### src/mcbw_pkg.sv
// Shared types, constants and helper functions of the maze carver.
`timescale 1ns / 1ps

package mcbw_pkg;

  localparam int MAX_DIM = 64;  // grid side limit in cells, before odd rounding
  localparam int REG_W  = 7;   // configuration register width
  localparam int IN_W   = 24;  // packed input item width
  localparam int OUT_W  = 16;  // packed result item width
  localparam int SZ_W   = 9;   // holds any grid size or request
  localparam int EP_W   = 8;   // visited epoch mark width
  localparam int MIN_DIM = 5;

  localparam logic [1:0] ERR_NONE = 2'd0;
  localparam logic [1:0] ERR_SIZE = 2'd1;
  localparam logic [1:0] ERR_SIDE = 2'd2;

  localparam logic REG_WIDTH  = 1'b0;
  localparam logic REG_HEIGHT = 1'b1;

  localparam logic MODE_START = 1'b0;
  localparam logic MODE_ADV   = 1'b1;

  localparam logic [1:0] DIR_UP    = 2'd0;
  localparam logic [1:0] DIR_DOWN  = 2'd1;
  localparam logic [1:0] DIR_LEFT  = 2'd2;
  localparam logic [1:0] DIR_RIGHT = 2'd3;

  typedef enum logic [4:0] {
    S_CLR_R, S_IDLE, S_DECODE, S_ERR, S_CLR_S,
    S_MOD_A, S_RUN_A, S_PT_A, S_MOD_B, S_RUN_B, S_PT_B,
    S_DONE, S_TOP_RD, S_TOP_LD, S_NB_RD, S_NB_CHK, S_PICK, S_CARVE
  } state_t;

  typedef struct packed {
    logic latch_item;
    logic start_ok;
    logic clr_step;
    logic mod_init;
    logic mod_sel;
    logic mod_step;
    logic emit_point;
    logic top_ld;
    logic nb_rd;
    logic nb_chk;
    logic pick;
    logic backtrack;
    logic carve;
    logic emit_done;
    logic emit_err;
  } cmd_t;

  typedef struct packed {
    logic out_free;
    logic mode_adv;
    logic start_err;
    logic epoch_wrap;
    logic clr_done;
    logic mod_done;
    logic walk_idle;
    logic cand_any;
    logic first_carve;
    logic nb_last;
    logic can_retry;
    logic carve_last;
  } sts_t;

  // Residue of an 8-bit value modulo 3: base-4 digits sum to the same residue.
  function automatic logic [1:0] mod3_8(input logic [7:0] v);
    logic [3:0] s;
    logic [2:0] t;
    s = 4'(v[1:0]) + 4'(v[3:2]) + 4'(v[5:4]) + 4'(v[7:6]);
    t = 3'(s[1:0]) + 3'(s[3:2]);
    if (t >= 3'd3) t = t - 3'd3;
    if (t >= 3'd3) t = t - 3'd3;
    return t[1:0];
  endfunction

  function automatic logic [2:0] popcnt4(input logic [3:0] m);
    return 3'(m[0]) + 3'(m[1]) + 3'(m[2]) + 3'(m[3]);
  endfunction

  // Value modulo a candidate count of one to four.
  function automatic logic [1:0] mod_count(input logic [7:0] v, input logic [2:0] n);
    logic [1:0] r;
    case (n)
      3'd2:    r = {1'b0, v[0]};
      3'd3:    r = mod3_8(v);
      3'd4:    r = v[1:0];
      default: r = 2'd0;
    endcase
    return r;
  endfunction

  // Direction of the k-th set bit of the candidate mask, lowest first.
  function automatic logic [1:0] kth_set(input logic [3:0] m, input logic [1:0] k);
    logic [1:0] cnt;
    logic [1:0] d;
    cnt = 2'd0;
    d   = 2'd0;
    for (int i = 0; i < 4; i++) begin
      if (m[i]) begin
        if (cnt == k) d = 2'(i);
        cnt = cnt + 2'd1;
      end
    end
    return d;
  endfunction

endpackage

### src/mcbw_ctrl.sv
// Sequencer of the maze carver: start, backtrack and carve steps.
`timescale 1ns / 1ps

module mcbw_ctrl (
  input  logic            clk,
  input  logic            rst,
  input  logic            in_valid,
  output logic            in_ready,
  input  mcbw_pkg::sts_t  sts,
  output mcbw_pkg::cmd_t  cmd
);

  import mcbw_pkg::*;

  state_t state, state_next;

  always_ff @(posedge clk) begin
    if (rst) state <= S_CLR_R;
    else     state <= state_next;
  end

  always_comb begin
    state_next = state;
    case (state)
      S_CLR_R:  if (sts.clr_done) state_next = S_IDLE;
      S_IDLE:   if (in_valid) state_next = S_DECODE;
      S_DECODE: begin
        if (sts.mode_adv)        state_next = sts.walk_idle ? S_DONE : S_TOP_RD;
        else if (sts.start_err)  state_next = S_ERR;
        else                     state_next = sts.epoch_wrap ? S_CLR_S : S_MOD_A;
      end
      S_ERR:    if (sts.out_free) state_next = S_IDLE;
      S_CLR_S:  if (sts.clr_done) state_next = S_MOD_A;
      S_MOD_A:  state_next = S_RUN_A;
      S_RUN_A:  if (sts.mod_done) state_next = S_PT_A;
      S_PT_A:   if (sts.out_free) state_next = S_MOD_B;
      S_MOD_B:  state_next = S_RUN_B;
      S_RUN_B:  if (sts.mod_done) state_next = S_PT_B;
      S_PT_B:   if (sts.out_free) state_next = S_IDLE;
      S_DONE:   if (sts.out_free) state_next = S_IDLE;
      S_TOP_RD: state_next = S_TOP_LD;
      S_TOP_LD: state_next = S_NB_RD;
      S_NB_RD:  state_next = S_NB_CHK;
      S_NB_CHK: state_next = sts.nb_last ? S_PICK : S_NB_RD;
      S_PICK: begin
        if (sts.cand_any)         state_next = S_CARVE;
        else if (sts.first_carve) state_next = S_DONE;
        else                      state_next = sts.can_retry ? S_TOP_RD : S_DONE;
      end
      S_CARVE:  if (sts.out_free && sts.carve_last) state_next = S_IDLE;
      default:  state_next = S_CLR_R;
    endcase
  end

  always_comb begin
    cmd      = '0;
    in_ready = 1'b0;
    case (state)
      S_CLR_R, S_CLR_S: cmd.clr_step = 1'b1;
      S_IDLE: begin
        in_ready       = 1'b1;
        cmd.latch_item = in_valid;
      end
      S_DECODE: cmd.start_ok = !sts.mode_adv && !sts.start_err;
      S_ERR:    cmd.emit_err = sts.out_free;
      S_MOD_A:  cmd.mod_init = 1'b1;
      S_MOD_B: begin
        cmd.mod_init = 1'b1;
        cmd.mod_sel  = 1'b1;
      end
      S_RUN_A, S_RUN_B: cmd.mod_step = !sts.mod_done;
      S_PT_A, S_PT_B:   cmd.emit_point = sts.out_free;
      S_DONE:   cmd.emit_done = sts.out_free;
      S_TOP_LD: cmd.top_ld = 1'b1;
      S_NB_RD:  cmd.nb_rd = 1'b1;
      S_NB_CHK: cmd.nb_chk = 1'b1;
      S_PICK: begin
        cmd.pick      = sts.cand_any;
        cmd.backtrack = !sts.cand_any && !sts.first_carve;
      end
      S_CARVE:  cmd.carve = sts.out_free;
      default:  cmd = '0;
    endcase
  end

endmodule

### config.mk
export PLATFORM = sky130hd
export DESIGN_NAME = mcbw_ctrl
export DESIGN_NICKNAME = d
export VERILOG_FILES = /design/src/mcbw_pkg.sv /design/src/mcbw_ctrl.sv
export SDC_FILE = /design/constraint.sdc
export NUM_CORES = 1
export LEC_CHECK = 0
export BUFFER_PORTS_ARGS = -buffer_cell sky130_fd_sc_hd__buf_2
export CORE_MARGIN = 2
export CORE_UTILIZATION = 47
export DETAILED_ROUTE_END_ITERATION = 6
export GPL_TIMING_DRIVEN = 0
export PLACE_DENSITY = 0.82
export SKIP_CTS_REPAIR_TIMING = 1
export SLEW_MARGIN = 20
export SYNTH_ARGS = -nofsm -noshare
export SYNTH_HDL_FRONTEND = slang
export SYNTH_SLANG_ARGS = --single-unit
export TNS_END_PERCENT = 100
### constraint.sdc
create_clock -name clk -period 1.97 [get_ports clk]
set_input_delay 0.2955 -clock clk [delete_from_list [all_inputs] [get_ports clk]]
set_output_delay 0.2955 -clock clk [all_outputs]
set_load 0.005 [all_outputs]
# --- After elaboration in Yosys (flattened, before gate mapping) ---
# Cells that the tools add are included.
totals:
  wordCells: 73
  inputBits: 15
  out_inout_bits: 16
  regBits: 5
op_classes:
  muxes: 32
  n_eq_ne: 25
  reduce_logical: 15
ops:
  columns: ["operator", "count"]
  rows:
  - ["$pmux 5 s16", 1]
  - ["$mux 5", 10]
  - ["$eq 5x4->1 const B", 8]
  - ["$eq 5x3->1 const B", 4]
  - ["$mux 1", 15]
  - ["$ne 2x2->1 const B", 7]
  - ["$mux 3", 4]
  - ["$eq 5x2->1 const B", 2]
  - ["$eq 5x5->1 const B", 2]
  - ["$reduce_and 8->1", 1]
  - ["$reduce_or 2->1", 4]
  - ["$eq 5x1->1 const B", 1]
  - ["$logic_not 1->1", 5]
  - ["$logic_not 5->1", 1]
  - ["$mux 4", 1]
  - ["$logic_and 1x1->1", 3]
  - ["$reduce_or 3->1", 1]
  - ["$mux 2", 1]
  - ["$ne 2x1->1 const B", 1]

# --- Logic depth before layout (Yosys ltp) ---
# Gate-level depths: netlist of the first run.
depth:
  ltp_word: 4
  depth_mapped: 6
  ltp_nobuf: 4

# --- Worst setup path before layout of the first run ---
# OpenSTA, ideal clock, no wires.
synth_path:
  kind: "register -> output"
  from: "register state[0]"
  to: "output cmd[8] (netlist name)"
  arrival_time_ns: 1.189
  slack_ns: 0.486
  stages_incl_launch_ff: 6
  cell_sequence: "dfxtp_1 buf_2 buf_4 nand3_1 o21a_1 nor3b_1"
synth_rtl:
  columns: ["element", "line", "source"]
  rows:
  - ["start, declared", "mcbw_ctrl.sv:15", "state_t state, state_next;"]
  - ["start signal, assigned", "mcbw_ctrl.sv:19", "else state <= state_next;"]
  - ["end, declared", "mcbw_ctrl.sv:10", "output mcbw_pkg::cmd_t cmd"]

==> flow_summary.yaml, run 1 <==
outcome:
  outcome: "complete, no violations"
layout:
  nFillCells: 151
  top_register: "state"
  drive_above_1_share_pct: 40.0
  syn_to_final_growth_pct: 29.3
  antenna_cells: 0
  nNetsFinal: 151
  top_regs: "state x5"
  post-route-cell-area_um2: 987
  largest_reg_flops: 5
yosys:
  synth_cells: 99
  synth_fa_ha_area_share_pct: 0
  synth.mux.area_fraction_pct: 1.31
  yosys.area_share.xor_xnor_pct: 0
  synth-seq-cells: 5
  synth.distinct_cells: 46
  syn_area_um2: 763
  synth_simple_gate_area_share_pct: 50.8
  synth_top_family_by_area: "simple AND/OR/NAND/NOR gates"
  synth_compound_area_share_pct: 25.1
  syn_area_per_cell_um2: 7.71
  yosysWarnings: 0
  yosysSeqAreaShare_pct: 13.1
  syn_nets: 114
clock_network:
  cts_root_buf: "clkbuf_4"
  max-clock-path-buffers: 2
  cts_tree: "done"
  clk_latency_ps: 250
  numCtsBuffers: 3
  clk_pin_slew_ps: 40
  clock_sinks: 5
  htreeDepth: 1
die:
  fp.dieArea_mm2: 0.00196
  die_x_um: 44.3
  die_height_um: 44.3
  io_pins: 31
  core-area_mm2: 0.00151
  rows: 14
  start_util_pct: 50.7
setup_path:
  rr_endpoint: "state[0]$_SDFFE_PP0P_"
  cp.arrival_ps: 1600
  crit_chain: "buf_2, nand2b_1, nor4_4, nor3b_2, buf_2"
  worstPathRequired_ps: 1670
  critPathLaunchType: "flip-flop"
  rrSetupSlack_ps: 260
  cp_max_fo: 10
  worst_path_max_delay_cell: "dfxtp_1"
  crit_path_end_kind: "output pin"
  max_stage_delay_ps: 350
  path_class: "reg2out"
  critPathMostFrequentCell: "buf_2"
  reg2reg_depth: 5
  r2r_start: "state[3]$_SDFFE_PP0P_"
routing:
  postRouteWirelength_um: 2190
  avgViaCountPerCell: 6.01
  wire_per_inst_um: 14.5
  drc: 0
  antenna_left: 0
  dr.pass1.iters: 4
  vias: 908
  drt-initial-drc-count: 32
run:
  cap_violations: 0
worst_hold_path:
  hp-class: "in2reg"
  hold_depth: 2
  holdCritStartpoint: "rst"
  hold_path_end: "state[0]$_SDFFE_PP0P_"
sta:
  min_period_over_period_pct: 96.4
  setup_tns_ps: 0
  finalSetupViolCount: 0
  final.min_clock_period_ps: 1900
  drv_slew: 0
  slew_headroom_pct: 75.0
  hold_viol: 0
  fin_skew_ps: 1.14
  fmax_mhz: 527
  tightest_slew_ps: 365
global_route:
  gr-usage-all-layers_pct: 24.1
  grt_pass1_wl_um: 3500
  grt_max_degree: 11
  antenna_found_initial: 0
  overflow: 0
  grt_pass1_vias: 806
pwr:
  leakagePower_nw: 0.432
  powerDensity_mw_per_mm2: 1050
  peakVddDrop_mv: 0.434
place:
  place_area_um2: 933
  place_congestion: 0.910
  place_hpwl_um: 1660
  port-buffer-count: 30
-- how the worst max path moves through the flow --
stage	startpoint	to	cells after the start
final	state[2]$_SDFFE_PP0P_	cmd[13]	5
after global routing	state[2]$_SDFFE_PP0P_	cmd[13]	5
after CTS	state[0]$_SDFFE_PP0P_	cmd[8]	6
after detailed placement	state[0]$_SDFFE_PP0P_	cmd[8]	6
after global placement	state[0]$_SDFFE_PP0P_	cmd[8]	6
after floorplan	state[0]$_SDFFE_PP0P_	cmd[8]	5
-- worst max-delay path, delay by kind of cell, from the launching register on --
family,cells,cell delay [ps]
AND/OR/NAND/NOR,3,670
flip-flops,1,350
buffers and inverters,2,330
-- kinds of logic after synthesis --
group           Yosys count
simple gates             57
mux                       1
compound gates           23
flops                     5
buf+inv                  13
-- final cells by class --
type / count / area [um2] / area share (%)
clock buffer: 4 / 26.3 / 2.66
timing repair buffer: 32 / 165 / 16.7
buffer: 7 / 57.6 / 5.83
sequential: 5 / 101 / 10.3
tap: 16 / 20.0 / 2.03
multi-input combinational: 81 / 594 / 60.2
inverter: 6 / 22.5 / 2.28
-- cells in the mapped netlist, drive strengths merged --
library cell | number | area [um2]
or2b | 1 | 7.51
or4 | 1 | 7.51
o21ai | 2 | 10.0
clkbuf | 1 | 3.75
nor4b | 1 | 8.76
mux2i | 1 | 10.0
a311o | 1 | 10.0
a221oi | 3 | 26.3
nor2 | 10 | 37.5
or3b | 1 | 8.76
nand3b | 2 | 15.0
and2 | 1 | 6.26
buf | 6 | 47.5
a211o | 1 | 8.76
a41oi | 2 | 17.5
nor3 | 6 | 30.0
nand2b | 8 | 52.6
o31ai | 1 | 7.51
and3 | 3 | 18.8
o21a | 1 | 7.51
a211oi | 4 | 35.0
nand2 | 5 | 18.8
nor2b | 1 | 6.26
inv | 6 | 22.5
nor4bb | 2 | 20.0
and4 | 1 | 11.3
a311oi | 1 | 15.0
a32oi | 2 | 17.5
nand3 | 2 | 10.0
nor3b | 5 | 42.5
o41ai | 1 | 8.76
a21oi | 2 | 10.0
or3 | 1 | 6.26
nor4 | 5 | 67.6
dfxtp | 5 | 100
a31o | 1 | 8.76
and4bb | 1 | 12.5
o2bb2ai | 1 | 8.76
-- per-stage QoR --
| stage | worst slack, ps | power, mW | utilization [%] | cells | hold WS [ps] |
|---|---|---|---|---|---|
| 2_1_floorplan | 486 | 0.704 | - | 99 | 360 |
| 3_3_place_gp | 256 | 0.850 | 62.0 | 145 | 549 |
| 3_5_place_dp | 239 | 0.867 | 62.0 | 145 | 550 |
| 4_1_cts | -44.4 | 0.996 | 63.7 | 149 | 290 |
| 5_1_grt | -9.73 | 1.12 | 65.5 | 151 | 296 |
| 6_report | 70.8 | 1.04 | 65.5 | 151 | 281 |
-- report_power, final --
group          total (mW)  switching [mW]  internal [mW]
sequential          0.177          0.0459          0.131
combinational       0.734           0.377          0.357
clock               0.125          0.0477         0.0769
-- layout by cell type (no fill, tap or decap), drive strengths merged, types with 2 or more instances in the layout --
master	synthesis	layout
dfxtp	5	5
nor3	6	6
nor3b	5	5
a21oi	2	2
nand2	5	5
a41oi	2	2
nor4bb	2	2
o21ai	2	2
a211oi	4	4
nand3	2	2
nor2	10	10
a221oi	3	3
nor4	5	5
nand2b	8	8
inv	6	6
a32oi	2	2
and3	3	3
clkbuf	1	5
nand3b	2	2
buf	6	38
-- routing by layer --
| metal | up-vias | part of all wire (%) | track usage, % |
|---|---|---|---|
| met2 | 43 | 46 | 38.8 |
| met5 | - | 0 | 0 |
| li1 | 455 | - | - |
| met1 | 405 | 46 | 32.4 |
| met4 | 0 | 1.9 | 12.1 |
| met3 | 5 | 5.9 | 1.22 |
No activity file was read; power rests on OpenSTA's default activity.
==> inputs of run 2 (changes only) <==
--- a/config.mk
+++ b/config.mk
@@ -5,12 +5,12 @@
 export SDC_FILE = /design/constraint.sdc
 export NUM_CORES = 1
 export LEC_CHECK = 0
-export BUFFER_PORTS_ARGS = -buffer_cell sky130_fd_sc_hd__buf_2
-export CORE_MARGIN = 2
-export CORE_UTILIZATION = 47
+export CORE_AREA = 2 2 39 41
 export DETAILED_ROUTE_END_ITERATION = 6
+export DIE_AREA = 0 0 41 43
+export DONT_BUFFER_PORTS = 1
 export GPL_TIMING_DRIVEN = 0
-export PLACE_DENSITY = 0.82
+export PLACE_DENSITY = 0.77
 export SKIP_CTS_REPAIR_TIMING = 1
 export SLEW_MARGIN = 20
 export SYNTH_ARGS = -nofsm -noshare
==> run 2 against run 1 <==
Net effect: cell area decreased by 17%; clock skew about the same; non-clock buffer count decreased by 32; register-to-register slack got worse by 40 ps; via count decreased by 11%; worst setup slack improved by 43 ps; global-route usage about the same; power decreased by 9.2%.
==> flow_summary.yaml, run 2 (same netlist as run 1, synthesis figures left out) <==
place:
  place_inst: 115
  port-buffer-count: 0
  place_area_um2: 783
  place_congestion: 0.884
  place_hpwl_um: 1450
routing:
  avgViaCountPerCell: 6.81
  vias: 810
  postRouteWirelength_um: 1920
  antenna_left: 0
  dr.pass1.iters: 4
  wire_per_inst_um: 16.2
  drc: 0
  drt-initial-drc-count: 22
layout:
  post-route-cell-area_um2: 818
  layout_common_cells: "nor2_1, nand2b_1, nor3_1, inv_1, nand2_1"
  drive_above_1_share_pct: 20.4
  final_cells: 119
  final_common_cell: "nor2_1"
  top_regs: "state x5"
  antenna_cells: 0
  fin_util_pct: 59.1
  syn_to_final_growth_pct: 7.21
  nFillCells: 132
  top_register: "state"
  nNetsFinal: 119
  largest_reg_flops: 5
pwr:
  finalPower_uw: 940
  powerDensity_mw_per_mm2: 1150
  peakVddDrop_mv: 0.624
  leakagePower_nw: 0.277
sta:
  finalSetupViolCount: 0
  fmax_mhz: 539
  tightest_slew_ps: 417
  rsz0062_at_grt: "false"
  fin_skew_ps: 0.755
  hold_viol: 0
  final.min_clock_period_ps: 1860
  setup_tns_ps: 0
  drv_slew: 0
  min_period_over_period_pct: 94.2
  slew_headroom_pct: 71.8
setup_path:
  max_stage_delay_ps: 360
  worstPathRequired_ps: 1670
  crit_path_end_kind: "output pin"
  path_class: "reg2out"
  worst_path_max_delay_cell: "dfxtp_1"
  cp_max_fo: 10
  critPathLaunchType: "flip-flop"
  crit_chain: "clkbuf_1, nand2b_1, nor4_4, nor3b_2"
  path_buf_inv: 1
  critical-path-top-delay-family: "simple AND/OR/NAND/NOR gates"
  cp.arrival_ps: 1560
clock_network:
  max-clock-path-buffers: 2
  cts_tree: "done"
  numCtsBuffers: 3
  htreeDepth: 1
  clk_latency_ps: 240
  cts_root_buf: "clkbuf_4"
  clk_pin_slew_ps: 40
  clock_sinks: 5
die:
  fp.dieArea_mm2: 0.00176
  start_util_pct: 55.2
  io_pins: 31
  core-area_mm2: 0.00138
  rows: 14
  die_x_um: 41
  die_height_um: 43
outcome:
  outcome: "complete, no violations"
run:
  cap_violations: 0
global_route:
  overflow: 0
  gr-usage-all-layers_pct: 24.1
  grt_pass1_vias: 687
  antenna_found_initial: 0
  grt_max_degree: 11
  grt_pass1_wl_um: 2940
worst_hold_path:
  hp-class: "in2reg"
-- run 2: changes by cell type in the layout (fill, tap and decap cells not counted) --
| cell | previous run | this run |
|---|---|---|
| buf_2 | 31 | 1 |
| buf_4 | 5 | 2 |
| clkbuf_1 | 1 | 2 |
-- run 2: worst register-to-register path: cells and delay by family, from the launching register on --
kind	cells	cell delay, ps
and+or+nand+nor	3	720
DFF	1	520
buffers and inverters	1	250
AOI/OAI and AO/OA	1	120
-- run 2: layout make-up --
class                   instances  area (um2)  area share [%]
clock buffers                   4        26.3            3.21
inverters                       6        22.5            2.75
flip-flops and latches          5         101            12.4
plain buffers                   7        53.8            6.57
well taps                      16        20.0            2.45
multi-input cells              81         594            72.6
-- run 2: report_power, final --
| part | leakage, nW | total [mW] | internal (mW) | switching [mW] |
|---|---|---|---|---|
| logic | 0.221 | 0.646 | 0.296 | 0.350 |
| registers | 0.0411 | 0.175 | 0.131 | 0.0439 |
| clock network | 0.0150 | 0.120 | 0.0766 | 0.0429 |
-- run 2: per-stage QoR --
step           hold WS, ps  worst slack [ps]
5_1_grt               95.9              1.02
4_1_cts                105              55.3
3_5_place_dp           363               233
2_1_floorplan          360               486
3_3_place_gp           362               269
6_report               104               114
-- run 2: final timing paths --
check | start | end | slack (ps) | cells after the start
worst max-delay path | state[2]$_SDFFE_PP0P_ | cmd[13] | 110 | 4
worst min-delay path | rst | state[0]$_SDFFE_PP0P_ | 100 | 1
worst max register to register | state[3]$_SDFFE_PP0P_ | state[0]$_SDFFE_PP0P_ | 220 | 5
worst min register to register | state[1]$_SDFFE_PP0P_ | state[1]$_SDFFE_PP0P_ | 760 | 3
-- run 2: per-layer routing --
metal  part of all wire [%]  up-vias  GRT usage [%]
li1                       -      394              -
met1                     46      369           34.6
met2                     46       43           34.1
met3                    6.6        4           5.76
met4                   0.99        0           8.00
met5                      0        -              0
==> inputs of run 3 (changes only) <==
--- a/config.mk
+++ b/config.mk
@@ -5,9 +5,9 @@
 export SDC_FILE = /design/constraint.sdc
 export NUM_CORES = 1
 export LEC_CHECK = 0
-export CORE_AREA = 2 2 39 41
+export CORE_MARGIN = 2
+export CORE_UTILIZATION = 55
 export DETAILED_ROUTE_END_ITERATION = 6
-export DIE_AREA = 0 0 41 43
 export DONT_BUFFER_PORTS = 1
 export GPL_TIMING_DRIVEN = 0
 export PLACE_DENSITY = 0.77
==> constraint.sdc (replaced) <==
create_clock -name clk -period 1.55 [get_ports clk]
set_input_delay 0.2325 -clock clk [delete_from_list [all_inputs] [get_ports clk]]
set_output_delay 0.2325 -clock clk [all_outputs]
set_load 0.005 [all_outputs]
==> run 3 against run 2 <==
Net effect: the run now ends with setup timing left; non-clock buffer count increased by 6; worst setup slack got worse by 200 ps; sequential cell count unchanged; final cell count increased by 4.2%; clock-buffer cell count unchanged; largest cell class unchanged.
==> flow_summary.yaml, run 3 (same netlist as run 1, synthesis figures left out) <==
pwr:
  seq_power_share_pct: 15.9
  powerDensity_mw_per_mm2: 1530
  finalPower_mw: 1.60
  leakagePower_nw: 0.355
  p_switching_uw: 719
  peakVddDrop_mv: 0.974
  power_frac_clock_pct: 10.0
  internal_power_uw: 880
  p_sw_share_pct: 45.0
  pwr-share-comb_pct: 74.1
global_route:
  overflow: 0
  grt_pass1_vias: 640
  antenna_found_initial: 0
  grt_max_degree: 11
  grt_pass1_wl_um: 2970
  gr-usage-all-layers_pct: 26.1
layout:
  final_common_cell: "nor2_1"
  post-route-cell-area_mm2: 0.00105
  top_register: "state"
  nNetsFinal: 125
  layout_common_cells: "nor2_1, buf_6, nand2b_1, nor3_1, inv_1"
  nFillCells: 89
  drive_above_1_share_pct: 46.8
  syn_to_final_growth_pct: 37.0
  largest_reg_flops: 5
  antenna_cells: 0
  top_regs: "state x5"
setup_path:
  worst_path_max_delay_cell: "or4_1"
  r2r_start: "state[0]$_SDFFE_PP0P_"
  max_stage_delay_ps: 500
  worstPathRequired_ps: 1700
  startpoint: "state[0]$_SDFFE_PP0P_"
  cp_max_fo: 10
  critPathLaunchType: "flip-flop"
  crit_path_end_kind: "flip-flop"
  cp.arrival_ps: 1790
  path_class: "reg2reg"
  crit_chain: "buf_8, or4_1, nor3_1, nor4b_2, a211oi_2"
  reg2reg_depth: 5
  rrSetupSlack_ps: -90
routing:
  drt-initial-drc-count: 27
  wire_per_inst_um: 18.6
  postRouteWirelength_um: 2300
  vias: 888
  avgViaCountPerCell: 7.16
  dr.pass1.iters: 4
  drc: 0
  antenna_left: 0
clock_network:
  cts_tree: "done"
  clk_pin_slew_ps: 50
  clk_latency_ps: 250
  numCtsBuffers: 3
  max-clock-path-buffers: 2
  clock_sinks: 5
  htreeDepth: 1
  cts_root_buf: "clkbuf_4"
sta:
  slew_headroom_pct: 76.9
  layout_setup_ws_ps: -86.7
  fmax_mhz: 611
  min_period_over_period_pct: 106
  final.min_clock_period_ps: 1640
  rsz0062_at_grt: "true"
  tightest_slew_ps: 336
  timing.hold.ws_ps: 32.4
  drv_slew: 0
  setup_tns_ps: -176
  hold_viol: 0
  fin_skew_ps: 5.67
  finalSetupViolCount: 4
die:
  io_pins: 31
  die_x_um: 41.3
  core-area_mm2: 0.00130
  start_util_pct: 58.7
  fp.dieArea_mm2: 0.00170
  rows: 13
  die_height_um: 41.3
place:
  place_hpwl_um: 1460
  port-buffer-count: 0
  place_congestion: 0.841
  pre_cts_slack_ps: -203
  place_area_um2: 782
worst_hold_path:
  holdCritStartpoint: "rst"
  hold_depth: 1
  hp-class: "in2reg"
outcome:
  failed_checks: "setup timing"
  outcome: "finished, violations left"
run:
  cap_violations: 0
-- run 3: cell count changes in the layout (fill, tap and decap cells not counted), sizes merged --
cell | previous run | this run
buf | 5 | 13
clkbuf | 6 | 4
-- run 3: path summary, 6_finish.rpt --
kind                                end
setup / recovery  state[0]$_SDFFE_PP0P_
hold reg to reg   state[2]$_SDFFE_PP0P_
hold / removal    state[1]$_SDFFE_PP0P_
setup reg to reg  state[0]$_SDFFE_PP0P_
-- run 3: area by class of cell --
type                            count  area [um2]  share of cell area, %
Inverter                            6        22.5                   2.15
Tap cell                           15        18.8                   1.79
Clock buffer                        4        26.3                   2.51
Timing Repair Buffer                6        61.3                   5.86
Buffer                              7        86.3                   8.25
Sequential cell                     5         114                   10.9
Multi-Input combinational cell     81         717                   68.5
-- run 3: metrics by stage --
stage | instances | util [%]
2_1_floorplan | 99 | -
6_report | 124 | 80.4
4_1_cts | 118 | 62.1
3_3_place_gp | 114 | 60.1
5_1_grt | 124 | 80.4
3_5_place_dp | 114 | 60.1
-- run 3: power groups by stage --
stage / Sequential [mW] / Combinational, mW / Clock (mW)
final: 0.254 / 1.18 / 0.160
after global routing: 0.257 / 1.26 / 0.176
after CTS: 0.222 / 0.806 / 0.158
after detailed placement: 0.224 / 0.805 / 0
after global placement: 0.225 / 0.793 / 0
after floorplan: 0.203 / 0.691 / 0
-- run 3: critical path: cells and delay by family, from the launching register on --
| family | cells | cell delay, ps |
|---|---|---|
| buffers and inverters | 1 | 150 |
| AO/OA/AOI/OAI | 1 | 200 |
| AND/OR/NAND/NOR | 3 | 820 |
| flip-flops | 1 | 370 |
-- run 3: per-layer routing --
| metal | part of all wire (%) | vias to the layer above | GRT usage (%) | routed length [um] |
|---|---|---|---|---|
| met5 | 0 | - | 0 | 0 |
| met4 | 1.0 | 0 | 9.68 | 24 |
| met3 | 7.9 | 4 | 5.98 | 181 |
| met2 | 46 | 47 | 37.9 | 1060 |
| met1 | 45 | 435 | 36.6 | 1040 |
| li1 | - | 402 | - | - |
